## config.mk

```make
export PLATFORM = sky130hd
export DESIGN_NAME = bas_cfg
export DESIGN_NICKNAME = d
export VERILOG_FILES = /design/src/hw/rtl/bas_pkg.sv /design/src/hw/rtl/bas_cfg.sv
export SDC_FILE = /design/constraint.sdc
export NUM_CORES = 1
export LEC_CHECK = 0
export ABC_AREA = 1
export BUFFER_PORTS_ARGS = -buffer_cell sky130_fd_sc_hd__buf_4
export CAP_MARGIN = 20
export CORE_MARGIN = 2
export CORE_UTILIZATION = 37
export CTS_BUF_LIST = sky130_fd_sc_hd__clkbuf_8 sky130_fd_sc_hd__clkbuf_16
export CTS_CLUSTER_DIAMETER = 50
export CTS_CLUSTER_SIZE = 20
export DETAILED_ROUTE_END_ITERATION = 6
export GPL_TIMING_DRIVEN = 0
export PLACE_DENSITY = 0.75
export SYNTH_ARGS = -nofsm -noshare
export SYNTH_HDL_FRONTEND = slang
export SYNTH_SLANG_ARGS = --single-unit
```

## constraint.sdc

```tcl
create_clock -name clk -period 0.9 [get_ports clk]
set_input_delay 0.135 -clock clk [delete_from_list [all_inputs] [get_ports clk]]
set_output_delay 0.135 -clock clk [all_outputs]
set_load 0.02 [all_outputs]
```

## src/hw/rtl/bas_pkg.sv

```systemverilog
// ----------------------------------------------------------------------------
// Block average ASCII shader package
// Field widths, register indexes, shade table and small helper functions.
// ----------------------------------------------------------------------------
`default_nettype none

package bas_pkg;

  // Fixed field widths.
  localparam int PIX_BITS     = 8;
  localparam int RGB_SUM_BITS = 10;
  localparam int CHAR_BITS    = 8;
  localparam int GREY_BITS    = 8;
  localparam int IMG_W_BITS   = 11;
  localparam int IMG_H_BITS   = 13;
  localparam int WIN_BITS     = 5;

  // Configuration port.
  localparam int APB_DATA_BITS = 32;
  localparam int APB_ADDR_BITS = 4;
  localparam int REG_IDX_BITS  = 2;
  localparam logic [REG_IDX_BITS-1:0] REG_WIDTH  = 2'd0;
  localparam logic [REG_IDX_BITS-1:0] REG_HEIGHT = 2'd1;
  localparam logic [REG_IDX_BITS-1:0] REG_WINDOW = 2'd2;

  localparam logic [IMG_W_BITS-1:0] RST_WIDTH  = 11'd640;
  localparam logic [IMG_H_BITS-1:0] RST_HEIGHT = 13'd480;
  localparam logic [WIN_BITS-1:0]   RST_WINDOW = 5'd8;

  // Queue between the front and back parts.
  localparam int Q_DEPTH = 4;
  localparam int Q_PTR_W = $clog2(Q_DEPTH);
  localparam int Q_CNT_W = $clog2(Q_DEPTH + 1);

  localparam logic [CHAR_BITS-1:0] NEWLINE = 8'd10;

  // Descending grey thresholds and their shade characters.
  localparam int N_SHADES = 9;
  localparam logic [GREY_BITS-1:0] GREY_LIMITS [N_SHADES] = '{
    8'd230, 8'd200, 8'd180, 8'd160, 8'd130, 8'd100, 8'd70, 8'd50, 8'd0
  };
  // ' ' . ' : o & 8 # @
  localparam logic [CHAR_BITS-1:0] SHADE_CHARS [N_SHADES] = '{
    8'h20, 8'h2E, 8'h27, 8'h3A, 8'h6F, 8'h26, 8'h38, 8'h23, 8'h40
  };

  typedef struct packed {
    logic [IMG_W_BITS-1:0] image_width;
    logic [IMG_H_BITS-1:0] image_height;
    logic [WIN_BITS-1:0]   window_size;
  } bas_cfg_t;

  // What a queued item asks the back part to emit.
  typedef struct packed {
    logic has_char;
    logic has_nl;
  } bas_flags_t;

  // First threshold that the grey level reaches picks the character.
  function automatic logic [CHAR_BITS-1:0] pick_shade(input logic [GREY_BITS-1:0] grey);
    logic [CHAR_BITS-1:0] r;
    logic                 found;
    r     = SHADE_CHARS[N_SHADES-1];
    found = 1'b0;
    for (int k = 0; k < N_SHADES; k++) begin
      if (!found && grey >= GREY_LIMITS[k]) begin
        r     = SHADE_CHARS[k];
        found = 1'b1;
      end
    end
    return r;
  endfunction

  function automatic int unsigned clamp_window(input logic [WIN_BITS-1:0] v,
                                               input int unsigned max_win);
    int unsigned r;
    r = 32'(v);
    if (r == 0) r = 1;
    if (r > max_win) r = max_win;
    return r;
  endfunction

  function automatic int unsigned clamp_width(input logic [IMG_W_BITS-1:0] v,
                                              input int unsigned max_wd);
    int unsigned r;
    r = 32'(v);
    if (r == 0) r = 1;
    if (r > max_wd) r = max_wd;
    return r;
  endfunction

  function automatic logic [IMG_H_BITS-1:0] clamp_height(input logic [IMG_H_BITS-1:0] v);
    logic [IMG_H_BITS-1:0] r;
    r = v;
    if (r == '0) r = IMG_H_BITS'(1);
    return r;
  endfunction

endpackage

`default_nettype wire

```

## src/hw/rtl/bas_cfg.sv

```systemverilog
// ----------------------------------------------------------------------------
// Configuration registers
// APB-style register file; any write to a listed register restarts the frame.
// ----------------------------------------------------------------------------
`default_nettype none

module bas_cfg (
  input  logic                                clk,
  input  logic                                rst,
  input  logic                                psel,
  input  logic                                penable,
  input  logic                                pwrite,
  input  logic [bas_pkg::APB_ADDR_BITS-1:0]   paddr,
  input  logic [bas_pkg::APB_DATA_BITS-1:0]   pwdata,
  output logic [bas_pkg::APB_DATA_BITS-1:0]   prdata,
  output bas_pkg::bas_cfg_t                   cfg,
  output logic                                restart
);
  import bas_pkg::*;

  logic [REG_IDX_BITS-1:0] idx;
  logic                    wr;

  assign idx = paddr[REG_IDX_BITS+1:2];
  assign wr  = psel && penable && pwrite;

  // A write to an index past the list does nothing.
  always_comb begin
    restart = 1'b0;
    if (wr) begin
      unique case (idx)
        REG_WIDTH, REG_HEIGHT, REG_WINDOW: restart = 1'b1;
        default:                           restart = 1'b0;
      endcase
    end
  end

  // Register write.
  always_ff @(posedge clk) begin
    if (rst) begin
      cfg.image_width  <= RST_WIDTH;
      cfg.image_height <= RST_HEIGHT;
      cfg.window_size  <= RST_WINDOW;
    end else if (wr) begin
      unique case (idx)
        REG_WIDTH:  cfg.image_width  <= pwdata[IMG_W_BITS-1:0];
        REG_HEIGHT: cfg.image_height <= pwdata[IMG_H_BITS-1:0];
        REG_WINDOW: cfg.window_size  <= pwdata[WIN_BITS-1:0];
        default: ;
      endcase
    end
  end

  // Read back.
  always_comb begin
    unique case (idx)
      REG_WIDTH:  prdata = APB_DATA_BITS'(cfg.image_width);
      REG_HEIGHT: prdata = APB_DATA_BITS'(cfg.image_height);
      REG_WINDOW: prdata = APB_DATA_BITS'(cfg.window_size);
      default:    prdata = '0;
    endcase
  end

endmodule

`default_nettype wire

```

# Word-level counts from Yosys, hierarchy flattened
# Cells that the tools add are included.
# totals
register_bits	29
latchBits	0
mem_bits_rw	0
rom_bits	0
output_inout_bits	62
n_memories	0
# classes
addsub	0
multipliers	0
n_div	0
n_lt_le_gt_ge	0
n_eq_ne	2
shifts	0
n_mux	3
n_bitwise	0
reduce_logical	7
# ops
op	n
$pmux 13 s3	1
$reduce_and 2->1	3
$reduce_or 3->1	1
$eq 2x1->1 const B	1
$eq 2x2->1 const B	1
$logic_and 1x1->1	2
$logic_not 2->1	1
$mux 1	2

# Logic depth before layout (Yosys ltp)
# logic_depth
word_depth	4
depth_mapped	6

# Worst setup path before layout
# No wires, ideal clock.
# synth_timing
kind	reg-to-output
from	register cfg[16] in the netlist's numbering
to	output port prdata[11] in the netlist's numbering
t_arrival_ns	0.798
path_slack_ns	-0.033
path_stages_with_launch	3
path_buffers	0
cell_sequence	dfxtp_1 > inv_1 > nor2_1
# synth_between
elab_chain_len	1
# synth_rtl
item	line	text
start: declaration	bas_cfg.sv:16	output bas_pkg::bas_cfg_t cfg,
$pmux 13 s3	bas_cfg.sv:56	unique case (idx)
end: declaration	bas_cfg.sv:15	output logic [bas_pkg::APB_DATA_BITS-1:0] prdata,
# No other way between the ends.

# Worst setup path after layout
# layout_timing
from	register cfg[26] in the netlist's numbering
to	output port prdata[8] in the netlist's numbering
# The elaborated chain is that of the path after synthesis.

==> reports/metrics.yaml <==
status: "finished, violations left"
violations: "negative setup slack"
rsz0062_at_grt: "yes"
setup-violations-final: 31
crit_type: "reg -> out"
vias: 1824
start_kind: "flop"
wl_microns: 5313
tightest_slew_ps: 513.1
wl_per_cell_microns: 13.32
grt_pass1_vias: 1583
drt-initial-drc-count: 139
core_area_sq_um: 3971
timing.final.ws_setup_ps: -207.4
worstSetupEndpointType: "output pin"
final_cell_mix: "buf_6, buf_4, nor2_1"
critPathRequiredTime_ps: 760
syn_area_sq_um: 1526
met2_length_microns: 2726
clk_path_buf_depth: 2
path_cells: "a22o_1 -> buf_6"
arrival_ps: 970
n_antenna_cell: 0
drv_cap: 0
drtAntennaViolNets: 0
seqPwrFrac_pct: 43.2
cts_tree: "done"
ys_top_cells_by_area: "dfxtp_1, nand2_1, nor2_1, nand3_1, buf_4"
avgSynthCellArea_sq_um: 6.637
place_area_sq_um: 2127
row_count: 23
die-height_microns: 68.23
post-route-min-period_ps: 1107
leakage_uw: 0.001455
slew_viol_final: 0
largest_reg_flops: 29
wl_met1_microns: 2121
synth_top_area_share_pct: 38.03
ctsRootBufferMaster: "clkbuf_8"
regMostFlops: "cfg"
yosysTopAreaCell: "dfxtp_1"
fill_cells: 327
cpPeakStageDelay_ps: 320
dr.pass1.iters: 4
slew-limit-headroom_pct: 65.79
min_period_over_period_pct: 123.0
area_delta_synth_final_pct: 85.49
irDropWorstVdd_mv: 0.8663
antenna_found_initial: 0
grt_pass1_wl_microns: 7617
powerDensity_nw_per_um2: 1098
start_util_pct: 38.44
path_max_fanout: 2
yosysWarnings: 0
grt_max_degree: 11
grt.total_usage_pct: 22.20
combPwrFrac_pct: 24.5
cts.clk_slew.worst_paths_ps: 60
io_pins: 103
switching_share_pct: 29.78
cts-buffers-inserted: 5
holdWs_ps: 74.03
ys_ff_latch: 29
numPortBuffers: 62
design_area_sq_um: 2831
die_x_microns: 68.23
p_switching_uw: 925.8
fmax_mhz: 903.0
skew_ps: 0
clock_latency_ps: 280
cts_sinks: 29
cts_max_level: 2
gp_congestion: 0.8011
reg_top3: "cfg (29)"
cp_slowest_cell: "dfxtp_2"
grt_overflow: 0
dieArea_sq_um: 4655
synth_cell_type_count: 17
seq_area_frac_synth_pct: 38.03
wl_met3_microns: 410
total_power_uw: 3109
top_layer_used: "met4"
vias_per_cell: 4.571
drc: 0
hold_path.class: "in -> reg"
final_util_pct: 71.30
synthCells: 230
drive_above_1_share_pct: 53.30
final_common_cell: "buf_6"
pwr-share-clk_pct: 32.4
hold_viol: 0
p_int_uw: 2183
nets: 389
dp_hpwl_microns: 3096
-- what timing repair did --
| item | CTS | global route |
|---|---|---|
| hold buffers | 0 | 0 |
| buffers inserted | 17 | 11 |
| endpoints found under the hold margin | 0 | 0 |
| cloned | 1 | 2 |
| resized for setup | 89 | 45 |
| setup endpoints to repair | 43 | 56 |
| pin swaps | 12 | 13 |
-- final timing paths --
check / cells past startpoint / from / slack, ps / to
worst max-delay path: 2 / cfg[26] / -210 / prdata[8]
worst min-delay path: 3 / pwdata[8] / 70 / cfg[13]
worst max register to register: 4 / cfg[27] / 60 / cfg[27]
worst min register to register: 2 / cfg[1] / 500 / cfg[1]
-- layout make-up --
type / count / area, sq um / area share, %
clock inverters: 3 / 11.26 / 0.3977
well taps: 50 / 62.56 / 2.209
plain buffers: 30 / 235.2 / 8.308
clock buffers: 5 / 68.82 / 2.430
inverters: 18 / 70.07 / 2.475
multi-input cells: 172 / 828.3 / 29.25
repair buffers: 92 / 935.9 / 33.05
flip-flops and latches: 29 / 619.3 / 21.87
-- worst max-delay path: cells and delay by family, from the launching register on --
kind	cells	cell delay (ps)
DFF	1	320
AOI/OAI and AO/OA	1	230
buffers and inverters	1	140
-- kinds of logic (layout without fill, tap and decap cells) --
kind of cell,count (synthesis),after routing,share of synthesized area (%)
AOI/OAI and AO/OA,8,8,4.098
DFF,29,29,38.03
other,1,19,0.2457
buffers and inverters,48,148,18.03
and+or+nand+nor,144,145,39.59
-- routing by layer --
metal,vias to the layer above,GRT usage [%]
met5,-,0
li1,917,-
met3,6,5.099
met4,0,7.750
met2,78,37.86
met1,823,27.25
-- power by group through the flow --
stage / Combinational (uW) / Clock (uW) / Sequential (uW)
finish: 761 / 1010 / 1340
global route: 815 / 1060 / 1340
CTS: 683 / 1010 / 1340
detailed placement: 593 / 0 / 1360
global placement: 588 / 0 / 1360
floorplan: 349 / 0 / 1390
-- synthesized netlist by cell type --
master,n
inv_1,16
buf_2,7
nand2_1,55
conb_1,1
clkbuf_1,1
nand3_1,35
nor2_1,48
nand2_2,1
buf_4,21
nor2_2,4
inv_2,2
o21ai_0,1
dfxtp_1,29
nor2_4,1
a22o_1,6
a21oi_1,1
buf_6,1
-- metrics by stage --
stage / setup TNS, ps / setup WS, ps / std cells
detailed placement: -7445 / -264.1 / 360
CTS: -3069 / -196.2 / 386
global route: -4114 / -230.9 / 399
global placement: -6766 / -250.1 / 360
floorplan: 0 / 31.24 / 248
finish: -3422 / -207.4 / 399
Note: power is estimated with default switching activity, not from simulation.
