`src/hw/rtl/bas_pkg.sv`:
```
// ----------------------------------------------------------------------------
// Block average ASCII shader package
// Field widths, register indexes, shade table and small helper functions.
// ----------------------------------------------------------------------------
`default_nettype none

package bas_pkg;

  // Fixed field widths.
  localparam int PIX_BITS     = 8;
  localparam int RGB_SUM_BITS = 10;
  localparam int CHAR_BITS    = 8;
  localparam int GREY_BITS    = 8;
  localparam int IMG_W_BITS   = 11;
  localparam int IMG_H_BITS   = 13;
  localparam int WIN_BITS     = 5;

  // Configuration port.
  localparam int APB_DATA_BITS = 32;
  localparam int APB_ADDR_BITS = 4;
  localparam int REG_IDX_BITS  = 2;
  localparam logic [REG_IDX_BITS-1:0] REG_WIDTH  = 2'd0;
  localparam logic [REG_IDX_BITS-1:0] REG_HEIGHT = 2'd1;
  localparam logic [REG_IDX_BITS-1:0] REG_WINDOW = 2'd2;

  localparam logic [IMG_W_BITS-1:0] RST_WIDTH  = 11'd640;
  localparam logic [IMG_H_BITS-1:0] RST_HEIGHT = 13'd480;
  localparam logic [WIN_BITS-1:0]   RST_WINDOW = 5'd8;

  // Queue between the front and back parts.
  localparam int Q_DEPTH = 4;
  localparam int Q_PTR_W = $clog2(Q_DEPTH);
  localparam int Q_CNT_W = $clog2(Q_DEPTH + 1);

  localparam logic [CHAR_BITS-1:0] NEWLINE = 8'd10;

  // Descending grey thresholds and their shade characters.
  localparam int N_SHADES = 9;
  localparam logic [GREY_BITS-1:0] GREY_LIMITS [N_SHADES] = '{
    8'd230, 8'd200, 8'd180, 8'd160, 8'd130, 8'd100, 8'd70, 8'd50, 8'd0
  };
  // ' ' . ' : o & 8 # @
  localparam logic [CHAR_BITS-1:0] SHADE_CHARS [N_SHADES] = '{
    8'h20, 8'h2E, 8'h27, 8'h3A, 8'h6F, 8'h26, 8'h38, 8'h23, 8'h40
  };

  typedef struct packed {
    logic [IMG_W_BITS-1:0] image_width;
    logic [IMG_H_BITS-1:0] image_height;
    logic [WIN_BITS-1:0]   window_size;
  } bas_cfg_t;

  // What a queued item asks the back part to emit.
  typedef struct packed {
    logic has_char;
    logic has_nl;
  } bas_flags_t;

  // First threshold that the grey level reaches picks the character.
  function automatic logic [CHAR_BITS-1:0] pick_shade(input logic [GREY_BITS-1:0] grey);
    logic [CHAR_BITS-1:0] r;
    logic                 found;
    r     = SHADE_CHARS[N_SHADES-1];
    found = 1'b0;
    for (int k = 0; k < N_SHADES; k++) begin
      if (!found && grey >= GREY_LIMITS[k]) begin
        r     = SHADE_CHARS[k];
        found = 1'b1;
      end
    end
    return r;
  endfunction

  function automatic int unsigned clamp_window(input logic [WIN_BITS-1:0] v,
                                               input int unsigned max_win);
    int unsigned r;
    r = 32'(v);
    if (r == 0) r = 1;
    if (r > max_win) r = max_win;
    return r;
  endfunction

  function automatic int unsigned clamp_width(input logic [IMG_W_BITS-1:0] v,
                                              input int unsigned max_wd);
    int unsigned r;
    r = 32'(v);
    if (r == 0) r = 1;
    if (r > max_wd) r = max_wd;
    return r;
  endfunction

  function automatic logic [IMG_H_BITS-1:0] clamp_height(input logic [IMG_H_BITS-1:0] v);
    logic [IMG_H_BITS-1:0] r;
    r = v;
    if (r == '0) r = IMG_H_BITS'(1);
    return r;
  endfunction

endpackage

`default_nettype wire

```
`src/hw/rtl/bas_back.sv`:
```
// ----------------------------------------------------------------------------
// Back part: divide and emit
// Divides a finished tile's sum by 3*window^2 one quotient bit per cycle,
// maps the grey level to a shade and emits the character and any newline.
// ----------------------------------------------------------------------------
`default_nettype none

module bas_back #(
  parameter int MAX_WINDOW = 16,
  parameter int SUM_W      = $clog2(765 * MAX_WINDOW * MAX_WINDOW + 1)
) (
  input  logic                            clk,
  input  logic                            rst,
  input  logic [bas_pkg::WIN_BITS-1:0]    window_size,
  input  logic                            q_valid,
  input  bas_pkg::bas_flags_t             q_flags,
  input  logic [SUM_W-1:0]                q_sum,
  output logic                            pop,
  output logic                            out_valid,
  input  logic                            out_stall,
  output logic [bas_pkg::CHAR_BITS-1:0]   char_code,
  output logic                            last_of_run
);
  import bas_pkg::*;

  localparam int WIN_W  = $clog2(MAX_WINDOW + 1);
  localparam int DIV_W  = $clog2(3 * MAX_WINDOW * MAX_WINDOW + 1);
  localparam int EXT_W  = SUM_W + GREY_BITS;
  localparam int STEP_W = $clog2(GREY_BITS);

  localparam logic [1:0] ST_IDLE = 2'd0;
  localparam logic [1:0] ST_DIV  = 2'd1;
  localparam logic [1:0] ST_CHAR = 2'd2;
  localparam logic [1:0] ST_NL   = 2'd3;

  logic [1:0]           state;
  logic                 has_nl;
  logic [SUM_W-1:0]     rem;
  logic [GREY_BITS-1:0] quo;
  logic [STEP_W-1:0]    step;
  logic [DIV_W-1:0]     divisor;

  logic [WIN_W-1:0]     w;
  logic [DIV_W-1:0]     div_load;
  logic [EXT_W-1:0]     trial;
  logic                 take;
  logic [SUM_W-1:0]     rem_next;
  logic [GREY_BITS-1:0] quo_next;

  assign w        = WIN_W'(clamp_window(window_size, MAX_WINDOW));
  assign div_load = DIV_W'(32'd3 * 32'(w) * 32'(w));

  // One restoring division step; the quotient never exceeds eight bits.
  always_comb begin
    trial    = EXT_W'(divisor) << step;
    take     = EXT_W'(rem) >= trial;
    rem_next = take ? SUM_W'(EXT_W'(rem) - trial) : rem;
    quo_next = quo;
    quo_next[step] = take;
  end

  assign pop       = (state == ST_IDLE) && q_valid;
  assign out_valid = (state == ST_CHAR) || (state == ST_NL);

  // Sequencer.
  always_ff @(posedge clk) begin
    if (rst) begin
      state <= ST_IDLE;
    end else begin
      unique case (state)
        ST_IDLE: begin
          if (q_valid) begin
            priority if (q_flags.has_char) state <= ST_DIV;
            else if (q_flags.has_nl)       state <= ST_NL;
            else                           state <= ST_IDLE;
          end
        end
        ST_DIV: begin
          if (step == '0) state <= ST_CHAR;
        end
        ST_CHAR: begin
          if (!out_stall) state <= has_nl ? ST_NL : ST_IDLE;
        end
        ST_NL: begin
          if (!out_stall) state <= ST_IDLE;
        end
        default: state <= ST_IDLE;
      endcase
    end
  end

  // Datapath and output registers.
  always_ff @(posedge clk) begin
    unique case (state)
      ST_IDLE: begin
        if (q_valid) begin
          has_nl      <= q_flags.has_nl;
          rem         <= q_sum;
          quo         <= '0;
          step        <= STEP_W'(GREY_BITS - 1);
          divisor     <= div_load;
          char_code   <= NEWLINE;
          last_of_run <= 1'b1;
        end
      end
      ST_DIV: begin
        rem  <= rem_next;
        quo  <= quo_next;
        step <= step - STEP_W'(1);
        if (step == '0) begin
          char_code   <= pick_shade(quo_next);
          last_of_run <= !has_nl;
        end
      end
      ST_CHAR: begin
        if (!out_stall && has_nl) begin
          char_code   <= NEWLINE;
          last_of_run <= 1'b1;
        end
      end
      default: ;
    endcase
  end

endmodule

`default_nettype wire

```
`config.mk`:
```
export PLATFORM = sky130hd
export DESIGN_NAME = bas_back
export DESIGN_NICKNAME = d
export VERILOG_FILES = /design/src/hw/rtl/bas_pkg.sv /design/src/hw/rtl/bas_back.sv
export SDC_FILE = /design/constraint.sdc
export NUM_CORES = 1
export LEC_CHECK = 0
export BUFFER_PORTS_ARGS = -buffer_cell sky130_fd_sc_hd__buf_2
export CAP_MARGIN = 20
export CORE_MARGIN = 2
export CORE_UTILIZATION = 34
export CTS_BUF_LIST = sky130_fd_sc_hd__clkbuf_8
export CTS_CLUSTER_SIZE = 14
export DETAILED_ROUTE_END_ITERATION = 10
export GPL_TIMING_DRIVEN = 0
export MAX_ROUTING_LAYER = met4
export PLACE_DENSITY = 0.59
export SLEW_MARGIN = 20
export SYNTH_ARGS = -nofsm -noshare
export SYNTH_HDL_FRONTEND = slang
export SYNTH_SLANG_ARGS = --single-unit
```
`constraint.sdc`:
```
create_clock -name clk -period 12.6 [get_ports clk]
set_clock_uncertainty 0.2 [all_clocks]
set_input_delay 1.26 -clock clk [delete_from_list [all_inputs] [get_ports clk]]
set_output_delay 1.26 -clock clk [all_outputs]
set_load 0.005 [all_outputs]
```
==> Word level (Yosys, flattened, before mapping) <==
Index checks and enable logic that the tools add are counted.
{ "totals": {"wordCells": 128, "register_bits": 51, "out_inout_bits": 11, "in_bits": 29} }
{ "classes": {"muxes": 61, "n_lt_le_gt_ge": 13, "add_sub_neg": 2, "multipliers": 2, "n_eq_ne": 9, "n_shift": 1, "n_reduce_logical": 32} }
{ "op_table": {"columns": ["op", "count"], "rows": [
  ["8-bit two-way mux", 12],
  ["8-bit greater-or-equal comparator (second input constant)", 5],
  ["18-bit two-way mux", 2],
  ["18-bit one-hot mux with 2 select lines", 1],
  ["32-bit by 5-bit greater-than comparator with 1-bit output (second input constant)", 1],
  ["1-bit two-way mux", 28],
  ["18-bit by 26-bit greater-or-equal comparator with 1-bit output", 1],
  ["10-bit by 3-bit left shift with 26-bit output", 1],
  ["8-bit one-hot mux with 3 select lines", 1],
  ["18-bit subtractor", 1],
  ["8-bit by 7-bit greater-or-equal comparator with 1-bit output (second input constant)", 2],
  ["8-bit one-hot mux with 2 select lines", 1],
  ["2-bit two-way mux", 7],
  ["1-bit logical AND", 11],
  ["1-bit logical NOT", 10],
  ["7-bit by 5-bit multiplier with 10-bit output", 1],
  ["5-bit two-way mux", 2],
  ["2-bit inequality test (second input constant)", 5],
  ["8-bit bitwise mux", 1],
  ["8-bit by 1-bit greater-or-equal comparator with 1-bit output (second input constant)", 1],
  ["8-bit by 6-bit greater-or-equal comparator with 1-bit output (second input constant)", 1],
  ["2-bit one-hot mux with 4 select lines", 1],
  ["4-bit AND reduction", 2],
  ["2-bit by 5-bit multiplier with 7-bit output (first input constant)", 1],
  ["19 further kinds", 21]
]} }

==> Logic depth before layout (Yosys ltp) <==
{ "logic_depth": {"word_depth": 49, "depth_mapped": 19, "mapped_depth_nobuf": 19} }

==> Worst setup path after synthesis <==
OpenSTA, ideal clock, no wires.
{ "synth_path": {"path_kind": "in2reg", "from": "input port window_size[4] in the netlist's numbering", "to": "register divisor[9] (data pin)", "path_stages": 16, "path_buffers": 1, "arrival_ns": 5.401, "setup_time_ns": 0.260, "setup_slack_ns": 6.740, "required_ns": 12.140, "cell_sequence": "clkbuf_1 nor2b_1 ha_1 fa_1 and2_1 fa_1 fa_1 inv_1 fa_1 inv_1 ha_1 inv_1 o21bai_1 a21oi_1 o21ai_0 xnor2_1"} }
{ "synth_via": {"elab_chain_cells": 6} }
{ "synth_lines": {"columns": ["element", "line", "text"], "rows": [
  ["start: declaration", "bas_back.sv:14", "input logic [bas_pkg::WIN_BITS-1:0] window_size,"],
  ["5-bit logical NOT", "bas_pkg.sv:78", "if (r == 0) r = 1;"],
  ["5-bit two-way mux (*)", "bas_pkg.sv:78", null],
  ["32-bit by 5-bit greater-than comparator with 1-bit output", "bas_pkg.sv:79", "if (r > max_win) r = max_win;"],
  ["5-bit two-way mux (*)", "bas_pkg.sv:79", null],
  ["2-bit by 5-bit multiplier with 7-bit output", "bas_back.sv:51", "assign div_load = DIV_W'(32'd3 * 32'(w) * 32'(w));"],
  ["7-bit by 5-bit multiplier with 10-bit output (*)", "bas_back.sv:51", null],
  ["net div_load[9]", "bas_back.sv:44", "logic [DIV_W-1:0] div_load;"],
  ["end signal: assignment", "bas_back.sv:101", "divisor <= div_load;"],
  ["end: declaration", "bas_back.sv:41", "logic [DIV_W-1:0] divisor;"]
]} }
The timed path passes the listed nets; every way through them passes the cells marked *.
A chain may end at the register's enable or synchronous reset.

==> Worst setup path after layout <==
{ "layout_path": {"from": "input port window_size[4] in the netlist's numbering", "to": "register divisor[8] (data pin)"} }
Same word-level chain as after synthesis.

==> results.json <==
{
  "outcome": "completed",
  "grt_max_degree": 15,
  "grt_setup_unrepaired": "false",
  "crit_chain": "buf_2 -> clkbuf_1 -> nor2b_1 -> ha_1 -> fa_1 -> xor2_1 -> and2_1 -> fa_1 -> fa_1 -> inv_1 -> fa_1 -> inv_1 -> ha_1 -> inv_1 -> nor2_1 -> nor2_1 -> o21bai_1 -> a21oi_1 -> xnor2_1",
  "grt_pass1_vias": 3843,
  "fmax_mhz": 164,
  "cts_buffers": 5,
  "avgSynthCellArea_sq_um": 9.01,
  "reg2reg_slack_ns": 7.60,
  "p_leak_nw": 2.27,
  "synth_edf_count": 46,
  "wl_per_cell_um": 15.3,
  "cts_hold_buf": 0,
  "drive_above_1_share": 0.129,
  "io_buffer_count": 38,
  "dp_hpwl_mm": 9.27,
  "io_pins": 40,
  "fin_crit_sh": 0.483,
  "yosysWarnings": 0,
  "gr-usage-all-layers": 0.164,
  "endpoint_kind": "flop",
  "finalSetupViolCount": 0,
  "drc_errors": 0,
  "antenna_found_initial": 0,
  "fp.dieW_um": 123,
  "clkTransAtPathRegs_ns": 0.08,
  "cts_sinks": 48,
  "diodes": 0,
  "slowest_stage": "nor2b_1",
  "syn-num-nets": 617,
  "multi_input_comb_area_sq_um": 3170,
  "use_met1": 0.205,
  "die_y_um": 123,
  "overflow": 0,
  "slew_violations": 0,
  "post_cts_resize_count": 0,
  "synthToLayoutAreaGrowth_pct": 11.8,
  "min_from": "has_nl",
  "worst_pin_slew_ns": 0.866,
  "use_met3": 0.0237,
  "r2r-start": "step[0]",
  "critPathKind": "input port to flop",
  "cts_tree": "yes",
  "setup-tns-final_ns": 0,
  "drt_first_pass_iters": 5,
  "drv_cap": 0,
  "ys_ff_latch": 48,
  "min_to": "last_of_run",
  "gp_congestion": 0.901,
  "synth.distinct_cells": 69,
  "ir_worst_vdd_v": 0.0000650,
  "cts_root_buf": "clkbuf_8",
  "final_nets": 664,
  "grt_pass1_wl_mm": 18.9,
  "initial_core_util": 0.347,
  "required_ns": 12.46,
  "vias": 4103,
  "max_slew_margin": 0.420,
  "fp-row-count": 43,
  "ant_nets": 0,
  "n_fill_cell": 1391,
  "yosys_most_used_dff": "edfxtp_1",
  "cts_max_path_buffers": 2,
  "async_flop_share": 0,
  "hold_path.class": "flop to flop",
  "synthCells": 532,
  "r2r-end": "char_code[3]",
  "min_path_cells": 1,
  "htree_levels": 2,
  "cp_max_fo": 10,
  "drt-total-wl_mm": 11.6,
  "critPathMostFrequentCell": "fa_1",
  "syn_area_sq_um": 4790,
  "post-route-cell-area_sq_um": 5360,
  "dieArea_sq_um": 15100,
  "r2r_cells": 14,
  "cts_setup_buffers": 0,
  "worstPathArrival_ns": 5.95,
  "hold_violations": 0,
  "grtUsageMet2": 0.266,
  "cpLargestDelayFamily": "adder cells",
  "regArea_sq_um": 1420,
  "max_stage_delay_ns": 0.70,
  "grt-busiest-layer": "met2",
  "yosysSeqAreaShare": 0.297,
  "clk_latency_ns": 0.32,
  "vias_per_cell": 5.40,
  "core_sq_um": 13800,
  "power_density_nw_per_um2": 144,
  "dr.first_iter.drc_count": 340,
  "critPathBufInv": 5,
  "placed_area_sq_um": 5230,
  "start_kind": "input port",
  "finalCriticalPeriod_ns": 6.09
}
-- per-stage QoR --
| step | cells | total power (W) | hold slack [ns] | setup slack, ns | util |
|---|---|---|---|---|---|
| after global placement | 750 | 0.000629 | 0.370 | 6.21 | 0.377 |
| after global routing | 760 | 0.000829 | 0.420 | 6.08 | 0.388 |
| after detailed placement | 752 | 0.000640 | 0.387 | 6.13 | 0.378 |
| after CTS | 760 | 0.000770 | 0.408 | 6.47 | 0.388 |
| final | 760 | 0.000770 | 0.411 | 6.51 | 0.388 |
| after floorplan | 532 | 0.000546 | 0.329 | 6.74 | - |
-- cells by family (layout without fill, tap and decap cells) --
kind of cell               after synthesis  count (layout)  share of synthesized area
and+or+nand+nor                        189             189                      0.189
AOI/OAI and AO/OA                      144             144                      0.215
adders and majority gates               57              57                      0.172
buffers and inverters                   53             101                     0.0426
DFF                                     48              48                      0.297
xor gates and xnor gates                24              24                     0.0439
muxes                                   15              15                     0.0397
other                                    2               2                    0.00157
-- registers in the layout, summed over array words and instances, names as in the netlist --
| signal | cells |
|---|---|
| divisor | 9 |
| quo | 7 |
| last_of_run | 1 |
| step | 3 |
| rem | 18 |
| state | 2 |
| char_code | 7 |
| has_nl | 1 |
-- routing by layer --
metal	part of all wire	up-vias
met5	0	-
li1	-	2026
met4	0.028	0
met3	0.035	17
met2	0.49	92
met1	0.45	1968
-- synth_stat cells, types with 6 or more instances --
master | count | area (sq um)
a211oi_1 | 10 | 75.1
a21o_1 | 8 | 60.1
a21oi_1 | 34 | 170
a22oi_1 | 6 | 45.0
and2_1 | 16 | 100
and3_1 | 7 | 43.8
clkbuf_1 | 13 | 48.8
edfxtp_1 | 46 | 1380
fa_1 | 15 | 300
ha_1 | 41 | 513
inv_1 | 32 | 120
mux2i_1 | 10 | 100
nand2_1 | 62 | 233
nand2b_1 | 15 | 93.8
nor2_1 | 52 | 195
nor2b_1 | 6 | 37.5
nor3_1 | 8 | 40.0
o21ai_0 | 30 | 150
o21bai_1 | 6 | 45.0
xnor2_1 | 18 | 158
xor2_1 | 6 | 52.6
-- power by group --
part	total [W]	switching (W)	internal (W)	leakage (nW)
sequential	0.000236	0.0000185	0.000217	0.458
combinational	0.000407	0.000242	0.000165	1.75
clock	0.000127	0.0000570	0.0000701	0.0645
total	0.000770	0.000318	0.000452	2.27
-- worst reg2reg max path, cell delays in order, from the launching register on --
cell and delay, ns:
edfxtp_1 0.45, clkbuf_1 0.49, buf_1 0.42, mux2i_1 0.12
o21ai_0 0.26, nand2_1 0.15, ha_1 0.36, nor2_1 0.14
a21oi_1 0.10, o41ai_4 0.74, a31o_2 0.32, clkbuf_1 0.32
nor3_1 0.11, a211oi_1 0.38, nand4_1 0.15
-- cells in the final DEF, fill, tap and decap left out, drive strengths merged, types with 3 or more instances in the layout --
cell type and n:
a22oi 6, and3 7, o22ai 5, and2 16, a31o 5, inv 32, nor2 52, nor3 9
ha 41, xnor2 18, a31oi 8, nand2 62, nand4 4, clkbuf 21, or3 4, o31ai 3
nand2b 15, buf 46, a311oi 5, a21o 8, nand3 4, a211oi 11, a21oi 34, nor2b 6
mux2i 10, xor2 6, fa 15, o21bai 6, edfxtp 46, o21ai 33, mux4 3
-- cell type report --
| class | instances | share of cell area |
|---|---|---|
| multi-input combinational | 431 | 0.592 |
| sequential | 48 | 0.265 |
| tap | 180 | 0.0420 |
| timing repair buffer | 40 | 0.0390 |
| inverter | 33 | 0.0231 |
| clock buffer | 7 | 0.0180 |
| buffer | 20 | 0.0149 |
| clock inverter | 1 | 0.00560 |
-- how the worst max path moves through the flow --
| stage | cells after the start | endpoint | startpoint | slack (ns) |
|---|---|---|---|---|
| floorplan | 16 | divisor[9] | window_size[4] | 6.74 |
| global placement | 18 | divisor[9] | window_size[4] | 6.21 |
| detailed placement | 18 | divisor[9] | window_size[4] | 6.13 |
| CTS | 18 | divisor[9] | window_size[4] | 6.47 |
| global route | 18 | divisor[9] | window_size[4] | 6.08 |
| finish | 19 | divisor[8] | window_size[4] | 6.51 |
Power figures use the tool's default switching activity.
